### src/rtl/core/utd_pkg.sv
package utd_pkg;

  localparam int QDEPTH = 4;
  localparam int QAW    = $clog2(QDEPTH);
  localparam int QCW    = $clog2(QDEPTH + 1);

  localparam logic [1:0] MODE_UCS2_LE = 2'd0;
  localparam logic [1:0] MODE_UCS2_BE = 2'd1;
  localparam logic [1:0] MODE_UTF8    = 2'd2;

  localparam logic [7:0]  BOM8_0     = 8'hEF;
  localparam logic [7:0]  BOM8_1     = 8'hBB;
  localparam logic [7:0]  BOM8_2     = 8'hBF;
  localparam logic [15:0] UNIT_MARK  = 16'hFEFF;
  localparam logic [15:0] UNIT_QUERY = 16'h003F;

  typedef enum logic [1:0] {
    KIND_NONE  = 2'd0,
    KIND_TWO   = 2'd1,
    KIND_THREE = 2'd2,
    KIND_SKIP  = 2'd3
  } kind_t;

  typedef enum logic [2:0] {
    OP_ASCII   = 3'd0,
    OP_PAIR_LE = 3'd1,
    OP_PAIR_BE = 3'd2,
    OP_TWO     = 3'd3,
    OP_THREE   = 3'd4,
    OP_QUERY   = 3'd5
  } op_t;

  typedef struct packed {
    op_t        op;
    logic [7:0] lead;
    logic [7:0] second;
    logic [7:0] data;
  } rec_t;

  typedef struct packed {
    logic           full;
    logic           valid;
    logic [QCW-1:0] count;
  } qstat_t;

endpackage

### src/rtl/core/utd_front.sv
module utd_front (
  input  logic             clk,
  input  logic             rst_n,
  input  logic [1:0]       mode,
  input  logic             cfg_clear,
  input  logic             accept,
  input  logic [7:0]       data_byte,
  input  logic             stream_start,
  input  logic             stream_end,
  output logic             push,
  output utd_pkg::rec_t    push_rec
);

  logic [7:0]      lead_r, lead_nxt;
  logic [7:0]      second_r, second_nxt;
  logic [2:0]      need_r, need_nxt;
  utd_pkg::kind_t  kind_r, kind_nxt;
  logic [1:0]      pos_r, pos_nxt;
  logic            at_start_r, at_start_nxt;

  logic [2:0]      need_e;
  logic [2:0]      need_dec;
  utd_pkg::kind_t  kind_e;
  logic            at_start_e;
  logic            first;
  logic            is_ucs2;
  logic            big;
  logic            emit;
  utd_pkg::op_t    op;
  logic            clr;

  always_comb begin
    need_e     = stream_start ? 3'd0 : need_r;
    kind_e     = stream_start ? utd_pkg::KIND_NONE : kind_r;
    at_start_e = stream_start ? 1'b0 : at_start_r;
    first      = stream_start || (pos_r == 2'd0);
    pos_nxt    = pos_r;
    if (stream_start) begin
      pos_nxt = 2'd1;
    end else if (pos_r != 2'd3) begin
      pos_nxt = pos_r + 2'd1;
    end
    need_dec     = need_e - 3'd1;
    is_ucs2      = (mode == utd_pkg::MODE_UCS2_LE) || (mode == utd_pkg::MODE_UCS2_BE);
    big          = (mode == utd_pkg::MODE_UCS2_BE);
    lead_nxt     = lead_r;
    second_nxt   = second_r;
    need_nxt     = need_e;
    kind_nxt     = kind_e;
    at_start_nxt = at_start_e;
    emit         = 1'b0;
    op           = utd_pkg::OP_ASCII;
    clr          = 1'b0;

    if (is_ucs2) begin
      if (need_e == 3'd0) begin
        lead_nxt     = data_byte;
        need_nxt     = 3'd1;
        kind_nxt     = utd_pkg::KIND_NONE;
        at_start_nxt = first;
      end else begin
        clr  = 1'b1;
        op   = big ? utd_pkg::OP_PAIR_BE : utd_pkg::OP_PAIR_LE;
        // drop a byte-order mark that opens the stream
        emit = !(at_start_e && (big ?
                 ({lead_r, data_byte} == utd_pkg::UNIT_MARK) :
                 ({data_byte, lead_r} == utd_pkg::UNIT_MARK)));
      end
    end else if (need_e == 3'd0) begin
      if (!data_byte[7]) begin
        emit = 1'b1;
        op   = utd_pkg::OP_ASCII;
      end else begin
        lead_nxt     = data_byte;
        at_start_nxt = first;
        priority if (!data_byte[5]) begin
          kind_nxt = utd_pkg::KIND_TWO;
          need_nxt = 3'd1;
        end else if (!data_byte[4]) begin
          kind_nxt = utd_pkg::KIND_THREE;
          need_nxt = 3'd2;
        end else if (!data_byte[3]) begin
          kind_nxt = utd_pkg::KIND_SKIP;
          need_nxt = 3'd3;
        end else if (!data_byte[2]) begin
          kind_nxt = utd_pkg::KIND_SKIP;
          need_nxt = 3'd4;
        end else if (!data_byte[1]) begin
          kind_nxt = utd_pkg::KIND_SKIP;
          need_nxt = 3'd5;
        end else begin
          clr  = 1'b1;
          emit = 1'b1;
          op   = utd_pkg::OP_QUERY;
        end
      end
    end else begin
      need_nxt = need_dec;
      unique case (kind_e)
        utd_pkg::KIND_TWO: begin
          clr  = 1'b1;
          emit = 1'b1;
          op   = utd_pkg::OP_TWO;
        end
        utd_pkg::KIND_THREE: begin
          if (need_dec != 3'd0) begin
            second_nxt = data_byte;
          end else begin
            clr  = 1'b1;
            op   = utd_pkg::OP_THREE;
            emit = !(at_start_e && lead_r == utd_pkg::BOM8_0 &&
                     second_r == utd_pkg::BOM8_1 && data_byte == utd_pkg::BOM8_2);
          end
        end
        utd_pkg::KIND_SKIP: begin
          if (need_dec == 3'd0) begin
            clr  = 1'b1;
            emit = 1'b1;
            op   = utd_pkg::OP_QUERY;
          end
        end
        default: begin
          if (need_dec == 3'd0) begin
            clr = 1'b1;
          end
        end
      endcase
    end

    if (clr || stream_end) begin
      need_nxt     = 3'd0;
      kind_nxt     = utd_pkg::KIND_NONE;
      at_start_nxt = 1'b0;
    end
  end

  assign push            = accept && emit;
  assign push_rec.op     = op;
  assign push_rec.lead   = lead_r;
  assign push_rec.second = second_r;
  assign push_rec.data   = data_byte;

  always_ff @(posedge clk) begin
    if (!rst_n) begin
      need_r     <= 3'd0;
      kind_r     <= utd_pkg::KIND_NONE;
      pos_r      <= 2'd0;
      at_start_r <= 1'b0;
    end else if (cfg_clear) begin
      need_r     <= 3'd0;
      kind_r     <= utd_pkg::KIND_NONE;
      at_start_r <= 1'b0;
    end else if (accept) begin
      need_r     <= need_nxt;
      kind_r     <= kind_nxt;
      pos_r      <= pos_nxt;
      at_start_r <= at_start_nxt;
    end
  end

  always_ff @(posedge clk) begin
    if (accept) begin
      lead_r   <= lead_nxt;
      second_r <= second_nxt;
    end
  end

endmodule

### src/rtl/core/utd_queue.sv
module utd_queue (
  input  logic            clk,
  input  logic            rst_n,
  input  logic            push,
  input  utd_pkg::rec_t   push_rec,
  input  logic            pop,
  output utd_pkg::rec_t   pop_rec,
  output utd_pkg::qstat_t stat
);

  utd_pkg::rec_t                 mem_r [utd_pkg::QDEPTH];
  logic [utd_pkg::QAW-1:0]       wr_ptr_r, wr_ptr_nxt;
  logic [utd_pkg::QAW-1:0]       rd_ptr_r, rd_ptr_nxt;
  logic [utd_pkg::QCW-1:0]       count_r, count_nxt;
  logic                          do_push;
  logic                          do_pop;

  assign stat.full  = (count_r == utd_pkg::QCW'(utd_pkg::QDEPTH));
  assign stat.valid = (count_r != '0);
  assign stat.count = count_r;
  assign pop_rec    = mem_r[rd_ptr_r];

  always_comb begin
    do_push    = push && !stat.full;
    do_pop     = pop && stat.valid;
    wr_ptr_nxt = wr_ptr_r + (do_push ? utd_pkg::QAW'(1) : '0);
    rd_ptr_nxt = rd_ptr_r + (do_pop ? utd_pkg::QAW'(1) : '0);
    count_nxt  = count_r + (do_push ? utd_pkg::QCW'(1) : '0)
                         - (do_pop ? utd_pkg::QCW'(1) : '0);
  end

  always_ff @(posedge clk) begin
    if (!rst_n) begin
      wr_ptr_r <= '0;
      rd_ptr_r <= '0;
      count_r  <= '0;
    end else begin
      wr_ptr_r <= wr_ptr_nxt;
      rd_ptr_r <= rd_ptr_nxt;
      count_r  <= count_nxt;
    end
  end

  always_ff @(posedge clk) begin
    if (do_push) begin
      mem_r[wr_ptr_r] <= push_rec;
    end
  end

endmodule

### src/rtl/core/utd_back.sv
module utd_back (
  input  logic            clk,
  input  logic            rst_n,
  input  utd_pkg::qstat_t qstat,
  input  utd_pkg::rec_t   rec,
  output logic            pop,
  output logic            out_valid,
  input  logic            out_stall,
  output logic [15:0]     out_code_unit
);

  logic        valid_r, valid_nxt;
  logic [15:0] unit_r;
  logic [15:0] unit_nxt;

  always_comb begin
    unique case (rec.op)
      utd_pkg::OP_ASCII:   unit_nxt = {8'h00, rec.data};
      utd_pkg::OP_PAIR_LE: unit_nxt = {rec.data, rec.lead};
      utd_pkg::OP_PAIR_BE: unit_nxt = {rec.lead, rec.data};
      utd_pkg::OP_TWO:     unit_nxt = {5'b0, rec.lead[4:0], rec.data[5:0]};
      utd_pkg::OP_THREE:   unit_nxt = {rec.lead[3:0], rec.second[5:0], rec.data[5:0]};
      default:             unit_nxt = utd_pkg::UNIT_QUERY;
    endcase
  end

  // load a new unit whenever the output register is empty or being taken
  assign pop = qstat.valid && (!valid_r || !out_stall);

  always_comb begin
    valid_nxt = valid_r;
    if (pop) begin
      valid_nxt = 1'b1;
    end else if (!out_stall) begin
      valid_nxt = 1'b0;
    end
  end

  always_ff @(posedge clk) begin
    if (!rst_n) begin
      valid_r <= 1'b0;
    end else begin
      valid_r <= valid_nxt;
    end
  end

  always_ff @(posedge clk) begin
    if (pop) begin
      unit_r <= unit_nxt;
    end
  end

  assign out_valid     = valid_r;
  assign out_code_unit = unit_r;

endmodule

### src/rtl/core/utf8_ucs2_text_decoder.sv
// Byte stream decoder, UTF-8 or UCS-2 LE/BE in, 16-bit code units out.
// Throughput: one byte per cycle while the queue is not full (in_stall low); the
// front decodes a byte in the cycle it is taken and a four-entry queue decouples it
// from the output register. With the queue empty, a unit's last byte is queued,
// then loaded into the output register. Reset (synchronous, rst_n low): mode UTF-8,
// no pending sequence, stream position zero, queue and output register empty.
module utf8_ucs2_text_decoder (
  input  logic        clk,
  input  logic        rst_n,
  input  logic        in_valid,
  output logic        in_stall,
  input  logic [7:0]  in_data_byte,
  input  logic        in_stream_start,
  input  logic        in_stream_end,
  output logic        out_valid,
  input  logic        out_stall,
  output logic [15:0] out_code_unit,
  input  logic        psel,
  input  logic        penable,
  input  logic        pwrite,
  input  logic [2:0]  paddr,
  input  logic [31:0] pwdata,
  output logic [31:0] prdata,
  output logic        pready
);

  logic            [1:0] mode_r;
  logic                  cfg_wr;
  logic                  accept;
  logic                  push;
  logic                  pop;
  utd_pkg::rec_t         push_rec;
  utd_pkg::rec_t         pop_rec;
  utd_pkg::qstat_t       qstat;

  assign pready   = 1'b1;
  assign cfg_wr   = psel && penable && pwrite && !paddr[2];
  assign prdata   = paddr[2] ? 32'd0 : {30'd0, mode_r};
  assign in_stall = qstat.full;
  assign accept   = in_valid && !in_stall;

  always_ff @(posedge clk) begin
    if (!rst_n) begin
      mode_r <= utd_pkg::MODE_UTF8;
    end else if (cfg_wr) begin
      mode_r <= pwdata[1:0];
    end
  end

  utd_front u_front (
    .clk          (clk),
    .rst_n        (rst_n),
    .mode         (mode_r),
    .cfg_clear    (cfg_wr),
    .accept       (accept),
    .data_byte    (in_data_byte),
    .stream_start (in_stream_start),
    .stream_end   (in_stream_end),
    .push         (push),
    .push_rec     (push_rec)
  );

  utd_queue u_queue (
    .clk      (clk),
    .rst_n    (rst_n),
    .push     (push),
    .push_rec (push_rec),
    .pop      (pop),
    .pop_rec  (pop_rec),
    .stat     (qstat)
  );

  utd_back u_back (
    .clk           (clk),
    .rst_n         (rst_n),
    .qstat         (qstat),
    .rec           (pop_rec),
    .pop           (pop),
    .out_valid     (out_valid),
    .out_stall     (out_stall),
    .out_code_unit (out_code_unit)
  );

`ifndef SYNTHESIS
  a_queue_bound: assert property (@(posedge clk) disable iff (!rst_n)
    qstat.count <= utd_pkg::QCW'(utd_pkg::QDEPTH))
    else $error("queue count beyond depth");

  a_pop_slot: assert property (@(posedge clk) disable iff (!rst_n)
    pop |-> (qstat.valid && (!out_valid || !out_stall)))
    else $error("queue popped while output register held");

  a_push_room: assert property (@(posedge clk) disable iff (!rst_n)
    (push && qstat.full) |-> !accept)
    else $error("transfer accepted into a full queue");

  a_mode_write: assert property (@(posedge clk) disable iff (!rst_n)
    cfg_wr |=> (mode_r == $past(pwdata[1:0])))
    else $error("mode register not written");
`endif

endmodule
### config.mk
export PLATFORM = sky130hd
export DESIGN_NAME = utf8_ucs2_text_decoder
export DESIGN_NICKNAME = d
export VERILOG_FILES = /design/src/rtl/core/utd_pkg.sv /design/src/rtl/core/utd_front.sv /design/src/rtl/core/utd_queue.sv /design/src/rtl/core/utd_back.sv /design/src/rtl/core/utf8_ucs2_text_decoder.sv
export SDC_FILE = /design/constraint.sdc
export NUM_CORES = 1
export LEC_CHECK = 0
export ABC_AREA = 1
export BUFFER_PORTS_ARGS = -buffer_cell sky130_fd_sc_hd__buf_4
export CAP_MARGIN = 20
export CORE_MARGIN = 2
export CORE_UTILIZATION = 35
export DETAILED_ROUTE_END_ITERATION = 16
export HOLD_SLACK_MARGIN = 0.06
export PLACE_DENSITY = 0.57
export RECOVER_POWER = 100
export SLEW_MARGIN = 20
export SYNTH_ARGS = -nofsm -noshare
export SYNTH_HDL_FRONTEND = slang
export SYNTH_SLANG_ARGS = --single-unit
### constraint.sdc
create_clock -name clk -period 3.32 [get_ports clk]
set_input_delay 0.664 -clock clk [delete_from_list [all_inputs] [get_ports clk]]
set_output_delay 0.664 -clock clk [all_outputs]
set_load 0.05 [all_outputs]
## After elaboration in Yosys (flattened, before gate mapping)

Memories as Yosys holds them, arrays and structs flattened. A register that Yosys moved wholly into a read port is not among the register bits.
Cells that the tools add are included.

- RAM bits: 108
- Memories: 1
- Bits of input ports: 52
- Logic and storage cells: 151
- Register bits: 50

Memory list:

| memory | words | bits a word | rd ports | clocked after Yosys merged registers in | write ports | RTL line | source |
|---|---|---|---|---|---|---|---|
| u_queue.mem_r | 4 | 27 | 1 | 1 | 1 | utd_queue.sv:11 | `utd_pkg::rec_t mem_r [utd_pkg::QDEPTH];` |

- $add $sub $neg: 6
- Multiplexer cells: 77
- Reduce and logical (&&, ||, !) cells: 35
- Bitwise logic cells: 4
- Eq/ne operators: 16

Operators by type and width:

| cell | count |
|---|---|
| $pmux 16 s5 | 1 |
| $mux 3 | 22 |
| $eq 16x16->1 const B | 2 |
| $mux 2 | 16 |
| $mux 8 | 4 |
| $mux 1 | 31 |
| $eq 8x8->1 const B | 3 |
| $logic_and 1x1->1 | 12 |
| $logic_not 3->1 | 3 |
| $pmux 3 s3 | 1 |
| $eq 3x2->1 const B | 2 |
| $eq 3x3->1 const B | 2 |
| $logic_not 1->1 | 6 |
| $reduce_and 3->1 | 2 |
| $reduce_bool 3->1 | 2 |
| $reduce_and 5->1 | 1 |
| $add 2x2->2 | 2 |
| $eq 2x1->1 const B | 2 |
| $eq 2x2->1 const B | 2 |
| $logic_not 2->1 | 2 |
| $logic_or 1x1->1 | 4 |
| $not 1->1 | 4 |
| $reduce_bool 2->1 | 2 |
| $add 3x3->3 | 1 |
| 9 further kinds | 9 |

## Longest topological paths before layout

Gate-level depths: netlist of run 1.

- Depth after elaboration: 14
- Depth in mapped cells: 18
- Mapped depth without buffers: 18

## Cells and area by module

Synthesis of run 1 repeated with hierarchy kept, for this count alone.

- Cells, all modules: 683
- Area, all modules: 7319.5 µm²

Modules (own cells, without submodules):

| module | area an instance (µm²) | cells each | instances | sequential area each (µm²) |
|---|---|---|---|---|
| utd_queue | 4395.5 | 309 | 1 | 3383.2 |
| utd_front | 1545.2 | 199 | 1 | 640.6 |
| utd_back | 1003.5 | 119 | 1 | 500.5 |
| utf8_ucs2_text_decoder | 375.4 | 56 | 1 | 40.0 |

## Least setup slack after synthesis of run 1

Ideal clock, no wire load.

- Path kind: input -> register
- Start point: in in_stream_start
- End point: mem u_queue.mem_r[0][0] (netlist bit) (enable)
- Data required time: 2.913 ns
- Stages: 13
- Path slack: -0.186 ns
- Arrival: 3.099 ns
- Buffers on the path: 0
- Cell sequence: clkinv_1 nand2_1 ha_1 ha_1 nand2_1 o21bai_1 nor2_1 nand2_1 nand2_1 nand2_1 nand2_1 nand2_1 nor2_1

- Longest elaborated chain between the ends: 13

Ends and longest elaborated chain:

| what | RTL line | source |
|---|---|---|
| from (decl) | utf8_ucs2_text_decoder.sv:13 | `input logic in_stream_start,` |
| parallel branches: the longest is 8 deep, another holds $sub 3x1->3 | n/a |  |
| $mux 1 (*) | utd_front.sv:55 | `if (is_ucs2) begin` |
| $logic_and 1x1->1 (*) | utd_front.sv:137 | `assign push = accept && emit;` |
| $logic_and 1x1->1 (*) | utd_queue.sv:24 | `do_push = push && !stat.full;` |
| $mux 1 (*) | utd_queue.sv:45 | `if (do_push) begin` |
| $mux 1 (implied by the code) (*) | utd_queue.sv:46 | `mem_r[wr_ptr_r] <= push_rec;` |
| to (decl) | utd_queue.sv:11 |  |

Every way passes the cells marked *.

## Worst setup path after layout of run 1

- Start point: in in_stream_start
- End point: mem u_queue.mem_r[3][18] (netlist bit) (enable)

The elaborated chain is that of the path after synthesis.

==> metrics.yaml, run 1 <==
crit_buf_inv: 4
nNetsFinal: 768
synth_top_cell_area_share_pct: 57.01
port_buffers: 39
irDropWorstVdd_mv: 0.6110
start_kind: "input port"
async_flop_share_pct: 0
n_antenna_cell: 0
grt_pass1_vias: 4603
slew_headroom_pct: 26.80
holdWs_ps: 466.7
cts_tree: "done"
dr_total_vias: 4666
drt_pass1_iterations: 5
design_area_mm2: 0.007896
pre_cts_slack_ps: 66.08
power.density_mw_per_mm2: 850.6
avgSynthCellArea_um2: 10.71
dpl_cell_area_mm2: 0.007527
report.final.slew_viol_count: 0
dieWidth_um: 144.9
status: "completed"
cts_root_buf: "clkbuf_16"
wire_per_inst_um: 15.66
initial_core_util_pct: 35.72
yosysSeqAreaShare_pct: 62.19
yosysWarningCount: 0
max_stage_delay_ps: 420
worstPathRequired_ps: 3390
fill_cells: 1907
h-tree-depth: 4
post-route-min-period_ps: 2871
cts_buffers: 17
place.gp.congestion: 0.8367
yosys.area.top_type: "edfxtp_1"
rows: 51
finalCritPeriodShare_pct: 86.47
synth_top_family_by_area: "simple AND/OR/NAND/NOR gates"
post_cts_buffers: 0
via_per_inst: 4.766
hold_class: "flop to flop"
crit_path_end_kind: "flop"
syn_inst: 649
setup_viol: 0
die_y_um: 144.9
io_pins: 103
crit_chain: "clkbuf_1 -> clkinv_1 -> nand2_1 -> ha_1 -> ha_1 -> nand2_1 -> o21bai_1 -> nor2_1 -> nand2_1 -> nand2_1 -> nand2_1 -> nand2_1 -> nand2_1 -> clkbuf_1 -> nor2_2 -> clkbuf_4"
synth_compound_area_share_pct: 9.196
crit_family: "buffers and inverters"
reg2reg_slack_ps: 460
critPathMostFrequentCell: "nand2_1"
worstSetupPathType: "input port to flop"
synth-simple-area-share_pct: 17.28
critPathArrivalTime_ps: 2940
slowest_stage: "clkbuf_4"
synth.distinct_cells: 49
syn-cell-area_mm2: 0.006953
cts_buffer_depth: 2
overflow: 0
worst_pin_slew_ps: 1098
detail-route-antenna-nets: 0
clk_latency_ps: 420
synthFlopType: "edfxtp_1"
synth_xor_xnor_area_share_pct: 0.2519
die_area_mm2: 0.02101
wl_um: 15330
fin_skew_ps: 7.944
core_area_mm2: 0.01946
worst_slack_ps: 449.3
p_leak_nw: 3.006
crit_fanout: 25
cts_resized: 0
yosys_register_bits: 150
clk_pin_slew_worst_paths_ps: 60
cap_viol_max_count: 0
synthMuxAreaShare_pct: 0
synth_most_common_cell: "nand2_1"
synthTopCellsByArea: "edfxtp_1, nand2_1, dfxtp_1"
synth-adder-area-share_pct: 2.627
hpwlAfterDp_um: 10320
track_usage_pct: 15.14
cts_sinks: 150
grt_max_degree: 36
route.detailed.drc: 0
cts_hold_buf: 0
dp_cells: 948
hold_viol: 0
antenna_found_initial: 0
drive_gt1_share_pct: 12.04
area_growth_pct: 13.57
drt_iter0_drc: 365
rsz0062_at_grt: "no"
netlist_top_cells_count: "nand2_1, edfxtp_1, nor2_1"
finalNonFillerCells: 979
grt_pass1_wl_um: 24430
synth-edff-count: 132
fmax_mhz: 348.3
tightest hold or removal path, delay by kind of cell (launching register included):
family,cells,cell delay (ps)
AOI/OAI and AO/OA,1,60
DFF,1,310
and+or+nand+nor,1,60
stage by stage:
| stage | utilization, % | TNS (ps) | power (mW) |
|---|---|---|---|
| 6_report | 40.57 | 0 | 6.716 |
| 5_1_grt | 40.57 | 0 | 7.088 |
| 4_1_cts | 41.65 | 0 | 6.934 |
| 3_5_place_dp | 38.68 | 0 | 5.050 |
| 3_3_place_gp | 38.68 | 0 | 4.984 |
| 2_1_floorplan | - | -18570 | 4.435 |
cell families (layout without fill, tap and decap cells):
group	Yosys count	after routing
simple gates	268	268
xor+xnor	2	2
other cells	2	31
flops	150	150
fa+ha+maj	14	14
compound gates	105	105
buf+inv	108	144
where the power goes:
| group | internal [mW] | leakage, nW | switching, mW |
|---|---|---|---|
| Combinational | 0.600 | 1.37 | 1.76 |
| Sequential | 2.38 | 1.36 | 0.0899 |
| Clock | 1.11 | 0.275 | 0.774 |
final cells by class:
| class | count | area, um2 | area share (%) |
|---|---|---|---|
| Clock inverter | 13 | 148.9 | 1.886 |
| Sequential cell | 150 | 4324 | 54.76 |
| Tap cell | 265 | 331.6 | 4.199 |
| Clock buffer | 18 | 429.2 | 5.435 |
| Multi-Input combinational cell | 420 | 2147 | 27.19 |
| Timing Repair Buffer | 57 | 296.5 | 3.755 |
| Inverter | 56 | 219.0 | 2.773 |
layer usage:
| layer | GRT usage (%) | share of wire [%] | vias up |
|---|---|---|---|
| li1 | - | - | 2272 |
| met1 | 18.89 | 44 | 2231 |
| met2 | 25.05 | 48 | 139 |
| met3 | 4.025 | 5.4 | 24 |
| met4 | 6.089 | 2.2 | 0 |
| met5 | 0 | 0 | - |
state kept, by name, summed over array words and instances, names as in the netlist, 3 cells and up:
name / flops
u_front.need_r: 3
u_front.lead_r: 8
u_back.out_code_unit: 16
u_queue.count_r: 3
u_queue.mem_r: 100
u_front.second_r: 8
path summary, 6_finish.rpt:
| kind | start | to | cells after the start |
|---|---|---|---|
| hold / removal | u_front.at_start_r$_SDFFE_PP0P_ | u_front.at_start_r$_SDFFE_PP0P_ | 2 |
| setup reg to reg | u_queue.rd_ptr_r[0]$_SDFF_PN0_ | u_back.out_code_unit[1]$_DFFE_PP_ | 10 |
| hold reg to reg | u_front.at_start_r$_SDFFE_PP0P_ | u_front.at_start_r$_SDFFE_PP0P_ | 2 |
| setup / recovery | in_stream_start | u_queue.mem_r[3][18]$_DFFE_PP_ | 16 |
placed cells by master (no fill, tap or decap), types with 3 or more instances in the layout:
cell type,netlist,final
a21oi_1,33,33
a32o_1,8,8
buf_4,32,18
clkbuf_1,7,36
clkbuf_16,0,17
clkbuf_4,0,4
clkinv_4,0,5
conb_1,2,31
dfxtp_1,18,18
edfxtp_1,132,132
ha_1,13,13
inv_1,46,47
inv_2,6,5
inv_6,1,4
nand2_1,137,140
nand2_2,6,4
nand2_4,5,4
nand3_1,18,18
nand3_2,3,4
nand4_1,10,10
nor2_1,74,70
nor2_2,0,4
o211ai_1,3,3
o21a_1,3,3
o21ai_0,31,31
o21ai_2,4,4
o22ai_1,11,11
or2_2,3,3
Note: power is estimated with default switching activity, not from simulation.
==> run 2, diff against run 1 <==
clock period = 2.59 ns   (was 3.32 ns; I/O delays follow)
==> metrics.yaml, run 2 (synthesis results as in run 1) <==
crit_family: "simple AND/OR/NAND/NOR gates"
io_pins: 103
drt_iter0_drc: 249
crit_fanout: 25
finalCritPeriodShare_pct: 93.26
cts_root_buf: "clkbuf_16"
die_area_mm2: 0.02101
nNetsFinal: 783
dr_total_vias: 4640
dpl_cell_area_mm2: 0.007700
wl_um: 15260
rr_startpoint: "u_front.need_r[1]$_SDFFE_PP0P_"
cap_viol_max_count: 0
rsz0062_at_grt: "no"
grt_max_degree: 46
crit_buf_inv: 2
dp_cells: 963
largest_reg_flops: 100
n_antenna_cell: 0
fmax_mhz: 414.0
cts_tree: "done"
start_kind: "flop"
final.setup.tns_ps: 0
port_buffers: 39
crit_path_end_kind: "flop"
irDropWorstVdd_mv: 0.7277
pre_cts_slack_ps: -286.9
post-route-min-period_ps: 2415
route.detailed.drc: 0
final_util_pct: 41.80
clk_latency_ps: 420
slew_headroom_pct: 29.43
critPathCapture: "u_queue.mem_r[3][5]$_DFFE_PP_"
core_area_mm2: 0.01946
holdWs_ps: 362.4
cts_sinks: 150
detail-route-antenna-nets: 0
critPathMostFrequentCell: "nand2_1"
overflow: 0
crit_chain: "nand2_1 -> ha_2 -> ha_4 -> nand2_1 -> o21bai_1 -> nor2_1 -> nand2_1 -> nand2_1 -> nand2_1 -> nand2_2 -> nand2_4 -> buf_4 -> nor2_2 -> buf_8"
reg2reg_slack_ps: 170
critPathArrivalTime_ps: 2520
ff2ff_path_depth: 14
slowest_stage: "dfxtp_2"
via_per_inst: 4.663
clk_pin_slew_worst_paths_ps: 60
design_area_mm2: 0.008135
h-tree-depth: 4
area_growth_pct: 17.01
hold_class: "input port to flop"
die_y_um: 144.9
worst_pin_slew_ps: 1059
power.density_mw_per_mm2: 1075
worstPathRequired_ps: 2690
place.gp.congestion: 0.9290
cts_buffer_depth: 2
final_common_cell: "nand2_1"
p_leak_nw: 3.121
worst_slack_ps: 174.7
hold_viol: 0
cp-startpoint: "u_front.need_r[1]$_SDFFE_PP0P_"
status: "completed"
report.final.slew_viol_count: 0
wire_per_inst_um: 15.34
dieWidth_um: 144.9
grt_pass1_vias: 4602
initial_core_util_pct: 35.72
crit_cells: 14
drt_pass1_iterations: 6
regMostFlops: "u_queue.mem_r"
antenna_found_initial: 0
drive_gt1_share_pct: 14.93
post_cts_buffers: 0
fin_skew_ps: 9.915
track_usage_pct: 14.96
worstSetupPathType: "flop to flop"
critical_path.reg2reg.endpoint: "u_queue.mem_r[3][5]$_DFFE_PP_"
p_total_mw: 8.749
cts_buffers: 17
rows: 51
grt_pass1_wl_um: 24320
min_path_cells: 2
mostFrequentLayoutCells: "nand2_1, edfxtp_1, nor2_1"
setup_viol: 0
hpwlAfterDp_um: 10300
finalNonFillerCells: 995
max_stage_delay_ps: 340
[run 2: cell type report]
type | instances | area (um2)
timing repair buffer | 72 | 431.7
inverter | 56 | 225.2
clock buffer | 18 | 429.2
tap | 265 | 331.6
fill | 1860 | 11330
multi-input combinational | 420 | 2210
sequential | 150 | 4327
clock inverter | 14 | 181.4
[run 2: worst min path at each step]
stage / startpoint / end
global placement: u_front.at_start_r$_SDFFE_PP0P_ / u_front.at_start_r$_SDFFE_PP0P_
CTS: in_data_byte[0] / u_front.second_r[0]$_DFFE_PP_
global route: rst_n / mode_r[1]$_SDFFE_PN1P_
finish: rst_n / mode_r[1]$_SDFFE_PN1P_
floorplan: u_front.at_start_r$_SDFFE_PP0P_ / u_front.at_start_r$_SDFFE_PP0P_
detailed placement: u_front.kind_r[0]$_SDFFE_PP0P_ / u_front.kind_r[0]$_SDFFE_PP0P_
[run 2: power breakdown]
part / total [mW] / switching [mW] / internal (mW)
combinational: 3.04 / 2.24 / 0.801
clock: 2.53 / 0.927 / 1.60
sequential: 3.17 / 0.127 / 3.05
total: 8.75 / 3.30 / 5.45
[run 2: timing repair]
action	4_1_cts	5_1_grt
hold buffers	0	0
resized for setup	0	5
setup endpoints to repair	0	102
[run 2: per-layer routing]
metal | vias to the layer above | global-route usage, % | routed length (um) | share of wire, %
met5 | - | 0 | 0 | 0
met4 | 0 | 5.099 | 170 | 1.1
met3 | 18 | 4.277 | 747 | 4.9
met2 | 121 | 24.71 | 7256 | 48
met1 | 2198 | 18.88 | 7085 | 46
li1 | 2303 | - | - | -
